--- config.mk ---
export PLATFORM = sky130hd
export DESIGN_NAME = multiplicative_persistence_unit
export DESIGN_NICKNAME = d
export VERILOG_FILES = /design/src/rtl/mpu_pkg.sv /design/src/rtl/mpu_bcd.sv /design/src/rtl/mpu_dprod.sv /design/src/rtl/multiplicative_persistence_unit.sv
export SDC_FILE = /design/constraint.sdc
export NUM_CORES = 1
export LEC_CHECK = 0
export ABC_AREA = 1
export BUFFER_PORTS_ARGS = -buffer_cell sky130_fd_sc_hd__buf_2
export CAP_MARGIN = 5
export CORE_AREA = 2 2 170 339
export DETAILED_ROUTE_END_ITERATION = 8
export DIE_AREA = 0 0 172 341
export MAX_ROUTING_LAYER = met4
export PLACE_DENSITY = 0.66
export SKIP_LAST_GASP = 1
export SLEW_MARGIN = 15
export SYNTH_ARGS = -nofsm -noshare
export SYNTH_HDL_FRONTEND = slang
export SYNTH_HIERARCHICAL = 1
export SYNTH_SLANG_ARGS = --single-unit
--- constraint.sdc ---
create_clock -name clk -period 9.5 [get_ports clk]
set_input_delay 1.425 -clock clk [delete_from_list [all_inputs] [get_ports clk]]
set_output_delay 1.425 -clock clk [all_outputs]
set_load 0.05 [all_outputs]
--- src/rtl/mpu_pkg.sv ---
// Shared types and constants of the multiplicative persistence unit.
// No dependencies.
package mpu_pkg;

	localparam int LEVELS_BITS = 4;
	localparam int DIGIT_BITS  = 4;
	localparam int DIGIT_MAX   = 9;

	typedef struct packed {
		logic start;
	} mpu_ctl_t;

	typedef struct packed {
		logic busy;
		logic done;
	} mpu_sts_t;

	// decimal digits needed for a number of the given bit width
	function automatic int bcd_digits(input int bits);
		return (bits * 30103) / 100000 + 1;
	endfunction

endpackage

--- src/rtl/mpu_bcd.sv ---
// Bit-serial binary to BCD converter (shift and add three), one bit per cycle.
// Depends on mpu_pkg.
module mpu_bcd import mpu_pkg::*; #(
	parameter int VALUE_BITS = 64
) (
	input  logic                                         clk,
	input  logic                                         arst_n,
	input  mpu_ctl_t                                     ctl,
	input  logic [VALUE_BITS-1:0]                        bin,
	output logic [bcd_digits(VALUE_BITS)*DIGIT_BITS-1:0] bcd,
	output mpu_sts_t                                     sts
);

	localparam int DIGITS = bcd_digits(VALUE_BITS);
	localparam int BCD_W  = DIGITS * DIGIT_BITS;
	localparam int CNT_W  = $clog2(VALUE_BITS + 1);

	logic [VALUE_BITS-1:0] bin_q;
	logic [BCD_W-1:0]      bcd_q;
	logic [BCD_W-1:0]      adj;
	logic [CNT_W-1:0]      cnt_q;
	logic                  busy_q;
	logic                  done_q;

	always_comb begin
		for (int i = 0; i < DIGITS; i++) begin
			if (bcd_q[i*DIGIT_BITS +: DIGIT_BITS] >= DIGIT_BITS'(5)) begin
				adj[i*DIGIT_BITS +: DIGIT_BITS] = bcd_q[i*DIGIT_BITS +: DIGIT_BITS] + DIGIT_BITS'(3);
			end else begin
				adj[i*DIGIT_BITS +: DIGIT_BITS] = bcd_q[i*DIGIT_BITS +: DIGIT_BITS];
			end
		end
	end

	always_ff @(posedge clk or negedge arst_n) begin
		if (!arst_n) begin
			busy_q <= 1'b0;
			done_q <= 1'b0;
			cnt_q  <= '0;
		end else begin
			done_q <= 1'b0;
			if (ctl.start) begin
				busy_q <= 1'b1;
				cnt_q  <= '0;
			end else if (busy_q) begin
				cnt_q <= cnt_q + CNT_W'(1);
				if (cnt_q == CNT_W'(VALUE_BITS - 1)) begin
					busy_q <= 1'b0;
					done_q <= 1'b1;
				end
			end
		end
	end

	always_ff @(posedge clk) begin
		if (ctl.start) begin
			bin_q <= bin;
			bcd_q <= '0;
		end else if (busy_q) begin
			bcd_q <= {adj[BCD_W-2:0], bin_q[VALUE_BITS-1]};
			bin_q <= {bin_q[VALUE_BITS-2:0], 1'b0};
		end
	end

	assign bcd      = bcd_q;
	assign sts.busy = busy_q;
	assign sts.done = done_q;

endmodule

--- src/rtl/mpu_dprod.sv ---
// Digit-serial product of the decimal digits, one digit per cycle from the low end.
// Depends on mpu_pkg.
module mpu_dprod import mpu_pkg::*; #(
	parameter int VALUE_BITS = 64
) (
	input  logic                                         clk,
	input  logic                                         arst_n,
	input  mpu_ctl_t                                     ctl,
	input  logic [bcd_digits(VALUE_BITS)*DIGIT_BITS-1:0] bcd,
	output logic [VALUE_BITS-1:0]                        prod,
	output mpu_sts_t                                     sts
);

	localparam int BCD_W = bcd_digits(VALUE_BITS) * DIGIT_BITS;

	logic [BCD_W-1:0]      rem_q;
	logic [VALUE_BITS-1:0] prod_q;
	logic [VALUE_BITS-1:0] mul;
	logic                  busy_q;
	logic                  rem_zero;

	// a partial digit product never exceeds the product of the nonzero digits, which fits VALUE_BITS
	assign mul      = prod_q * VALUE_BITS'(rem_q[DIGIT_BITS-1:0]);
	assign rem_zero = (rem_q == '0);

	always_ff @(posedge clk or negedge arst_n) begin
		if (!arst_n) begin
			busy_q <= 1'b0;
		end else if (ctl.start) begin
			busy_q <= 1'b1;
		end else if (busy_q && rem_zero) begin
			busy_q <= 1'b0;
		end
	end

	always_ff @(posedge clk) begin
		if (ctl.start) begin
			rem_q  <= bcd;
			prod_q <= VALUE_BITS'(1);
		end else if (busy_q && !rem_zero) begin
			prod_q <= mul;
			rem_q  <= {{DIGIT_BITS{1'b0}}, rem_q[BCD_W-1:DIGIT_BITS]};
		end
	end

	assign prod     = prod_q;
	assign sts.busy = busy_q;
	assign sts.done = busy_q && rem_zero;

endmodule

--- src/rtl/multiplicative_persistence_unit.sv ---
// channel | handshake          | fields
// in      | in_valid, in_stall  | value [VALUE_BITS]
// out     | out_valid, out_stall| levels [4]
//
// Each round takes a test state, a serial BCD conversion of the VALUE_BITS bits and
// a pass over the significant decimal digits in the digit multiplier.
// At 64 bits: at most eleven rounds per item.
// Reset clears the sequencer and the output valid; payload registers are not reset.
// A stalled result holds in the output register while the next transaction is taken.
// Top level; depends on mpu_pkg, mpu_bcd and mpu_dprod.
module multiplicative_persistence_unit import mpu_pkg::*; #(
	parameter int VALUE_BITS = 64
) (
	input  logic                   clk,
	input  logic                   arst_n,
	input  logic                   in_valid,
	output logic                   in_stall,
	input  logic [VALUE_BITS-1:0]  value,
	output logic                   out_valid,
	input  logic                   out_stall,
	output logic [LEVELS_BITS-1:0] levels
);

	localparam int BCD_W = bcd_digits(VALUE_BITS) * DIGIT_BITS;

	typedef enum logic [2:0] {
		ST_IDLE,
		ST_TEST,
		ST_CONV,
		ST_MUL,
		ST_HOLD
	} state_t;

	state_t                 state_q;
	logic [VALUE_BITS-1:0]  val_q;
	logic [LEVELS_BITS-1:0] cnt_q;
	logic [LEVELS_BITS-1:0] levels_q;
	logic                   out_valid_q;
	logic                   out_free;
	logic                   multi_digit;
	mpu_ctl_t               conv_ctl;
	mpu_ctl_t               mul_ctl;
	mpu_sts_t               conv_sts;
	mpu_sts_t               mul_sts;
	logic [BCD_W-1:0]       bcd;
	logic [VALUE_BITS-1:0]  prod;

	assign multi_digit    = (val_q > VALUE_BITS'(DIGIT_MAX));
	assign out_free       = !out_valid_q || !out_stall;
	assign conv_ctl.start = (state_q == ST_TEST) && multi_digit;
	assign mul_ctl.start  = (state_q == ST_CONV) && conv_sts.done;

	mpu_bcd #(.VALUE_BITS(VALUE_BITS)) u_bcd (
		.clk    (clk),
		.arst_n (arst_n),
		.ctl    (conv_ctl),
		.bin    (val_q),
		.bcd    (bcd),
		.sts    (conv_sts)
	);

	mpu_dprod #(.VALUE_BITS(VALUE_BITS)) u_dprod (
		.clk    (clk),
		.arst_n (arst_n),
		.ctl    (mul_ctl),
		.bcd    (bcd),
		.prod   (prod),
		.sts    (mul_sts)
	);

	always_ff @(posedge clk or negedge arst_n) begin
		if (!arst_n) begin
			state_q     <= ST_IDLE;
			out_valid_q <= 1'b0;
		end else begin
			if (out_valid_q && !out_stall && state_q != ST_HOLD) begin
				out_valid_q <= 1'b0;
			end
			unique case (state_q)
				ST_IDLE: begin
					if (in_valid) begin
						state_q <= ST_TEST;
					end
				end
				ST_TEST: begin
					state_q <= multi_digit ? ST_CONV : ST_HOLD;
				end
				ST_CONV: begin
					if (conv_sts.done) begin
						state_q <= ST_MUL;
					end
				end
				ST_MUL: begin
					if (mul_sts.done) begin
						state_q <= ST_TEST;
					end
				end
				ST_HOLD: begin
					if (out_free) begin
						out_valid_q <= 1'b1;
						state_q     <= ST_IDLE;
					end
				end
				default: begin
					state_q <= ST_IDLE;
				end
			endcase
		end
	end

	always_ff @(posedge clk) begin
		if (state_q == ST_IDLE && in_valid) begin
			val_q <= value;
			cnt_q <= '0;
		end
		if (conv_ctl.start) begin
			cnt_q <= cnt_q + LEVELS_BITS'(1);
		end
		if (state_q == ST_MUL && mul_sts.done) begin
			val_q <= prod;
		end
		if (state_q == ST_HOLD && out_free) begin
			levels_q <= cnt_q;
		end
	end

	assign in_stall  = (state_q != ST_IDLE);
	assign out_valid = out_valid_q;
	assign levels    = levels_q;

endmodule

==> impl_metrics.toml <==
[floorplanning]
fp.coreArea_sq_um = 56000
core.rowCount = 123
die-area_sq_um = 58700
initial_core_util_pct = 49.6
die_x_um = 172
io_pins = 74
dieHeight_um = 341

[routing]
first_pass_iters = 5
vias_per_cell = 4.98
ant_nets = 0
wirelength_um = 78000
drt_iter0_markers = 1317
route.detailed.drc = 0
vias = 23647
wl_per_cell_um = 16.4

[setup_path]
worst_setup_path_start_kind = "register"
crit_path_max_fanout = 64
end_kind = "register"
worstPathRequired_ns = 9.95
crit_type = "register to register"
arrival_ns = 5.10

[timing]
relSlewSlack_pct = 25.4
tns_ns = 0
final_max_slew_viol_count = 0
period_needed_ns = 4.64
grt_setup_unrepaired = "false"
fin_skew_ns = 0.0211
finalSetupViolCount = 0
hold_viol = 0
hold_ws_ns = 0.470
fin_crit_sh_pct = 48.9
max_freq_ghz = 0.215
worst_pin_slew_ns = 1.12

[grt]
grt_max_degree = 81
grt_pass1_vias = 24040
antenna_found_initial = 6
grt_overflow = 0
grt_pass1_wl_um = 123000
grt_usage_pct = 28.0

[clock_tree]
clk_pin_slew_ns = 0.07
cts_made_buffers = 38
cts.sinks = 374
cts_tree = "done"
htree_levels = 2
cts_hold_buf = 0
cts_root_buf = "clkbuf_16"
post_cts_resize_count = 0
cts_setup_buffers = 0
cts_buffer_depth = 3
insertion_delay_ns = 0.56

[finish]
layout-drive-gt1-share_pct = 5.88
nets = 4259
stdcell_count = 4752
utilization_pct = 53.5
area_delta_synth_final_pct = 7.74

[power]
seqPwrFrac_pct = 49.2
peakVddDrop_v = 0.000138
comb_power_share_pct = 16.0
power_density_nw_per_um2 = 144
power_switching_mw = 1.28
clkPwrFrac_pct = 34.8
power.internal_mw = 3.03
sw_frac_of_total_pct = 29.7
leakage_nw = 16.9

[run]
max_cap_violations = 0

[synthesis]
ys_warn_count = 6
synth.avg_cell_area_sq_um = 7.06
syn-cell-area_sq_um = 27800
syn_nets = 4234
netlist_instances = 3939

[min_path]
hold_path_class = "register to register"

[placed_design]
place.gp.congestion = 1.01
dp_hpwl_um = 59100
io_buffers = 73
dp.cells = 4674

[run_status]
status = "finished, final reports clean"
==> worst max-delay path, stage by stage, from the launching register on <==
cell,delay [ns]
edfxtp_1,0.32
buf_4,0.67
nand2_1,0.11
inv_1,0.09
fa_1,0.45
fa_1,0.50
ha_1,0.36
nand2_1,0.17
inv_1,0.05
nand2_1,0.06
nand2_1,0.07
a21oi_1,0.34
nand2_1,0.45
nand2_1,0.16
nand2_1,0.21
nand2_1,0.15
nand2_1,0.06
nand2_1,0.05
nand3_1,0.07
nand2_1,0.10
inv_1,0.04
==> power by group through the flow <==
stage | Sequential, mW | Clock (mW) | Combinational, mW
after floorplan | 2.13 | 0 | 0.543
after global placement | 2.15 | 0 | 0.687
after detailed placement | 2.16 | 0 | 0.700
after CTS | 2.12 | 1.54 | 0.703
after global routing | 2.15 | 1.59 | 0.791
final | 2.12 | 1.50 | 0.689
==> worst paths after layout <==
path / start / to / slack [ns] / cells after the start
min reg2reg: u_bcd/bcd[77] / u_bcd/bcd[77] / 0.47 / 2
max in group asynchronous: arst_n / u_bcd/cnt_q[5] / 8.48 / 1
min in group asynchronous: arst_n / state_q[1] / 0.77 / 1
max: u_dprod/rem_q[1] / u_dprod/prod[40] / 4.86 / 20
max reg2reg: u_dprod/rem_q[1] / u_dprod/prod[40] / 4.86 / 20
min: u_bcd/bcd[77] / u_bcd/bcd[77] / 0.47 / 2
==> cell usage in the layout (no fill, tap or decap), drive strengths merged, types with 10 or more instances in the layout <==
cell,count
nor2,208
buf,91
mux2,64
nand2,1450
clkbuf,50
clkinv,13
inv,927
edfxtp,216
nor4,11
xnor2,23
ha,106
nand3,225
nor3,16
o21ai,157
a21oi,92
dfxtp,144
nand4,34
xor2,10
dfrtp,14
fa,121
==> area by class of cell <==
class                   instances  area [sq um]
flip-flops and latches        374          9720
fillers                      5733         26100
clock inverters                20           134
diodes                          8          20.0
clock buffers                  50          1070
inverters                     921          3460
well taps                     750           938
repair buffers                 91           500
multi-input cells            2538         14100
==> per-layer routing <==
metal  part of all wire (%)  track usage [%]
met5                      0                -
met1                     35             26.8
met4                    7.1             17.1
met3                    3.5             2.74
met2                     54             52.8
==> state kept, by name (all words and copies together) (netlist names) <==
name / flops
u_bcd/bin_q: 64
u_dprod/busy_q: 1
cnt_q: 4
state_q: 3
u_bcd/cnt_q: 7
u_bcd/bcd: 80
u_dprod/prod: 64
u_bcd/busy_q: 1
u_bcd/done_q: 1
u_dprod/rem_q: 80
levels: 4
val_q: 64
out_valid: 1
==> through the flow <==
step	setup slack, ns	cell area (sq um)	total power [mW]
floorplan	6.01	27800	2.67
detailed placement	4.92	28700	2.86
finish	4.86	30000	4.31
CTS	4.91	29900	4.37
global placement	4.92	28700	2.84
global route	4.56	30000	4.53
Note: power is estimated with default switching activity, not from simulation.
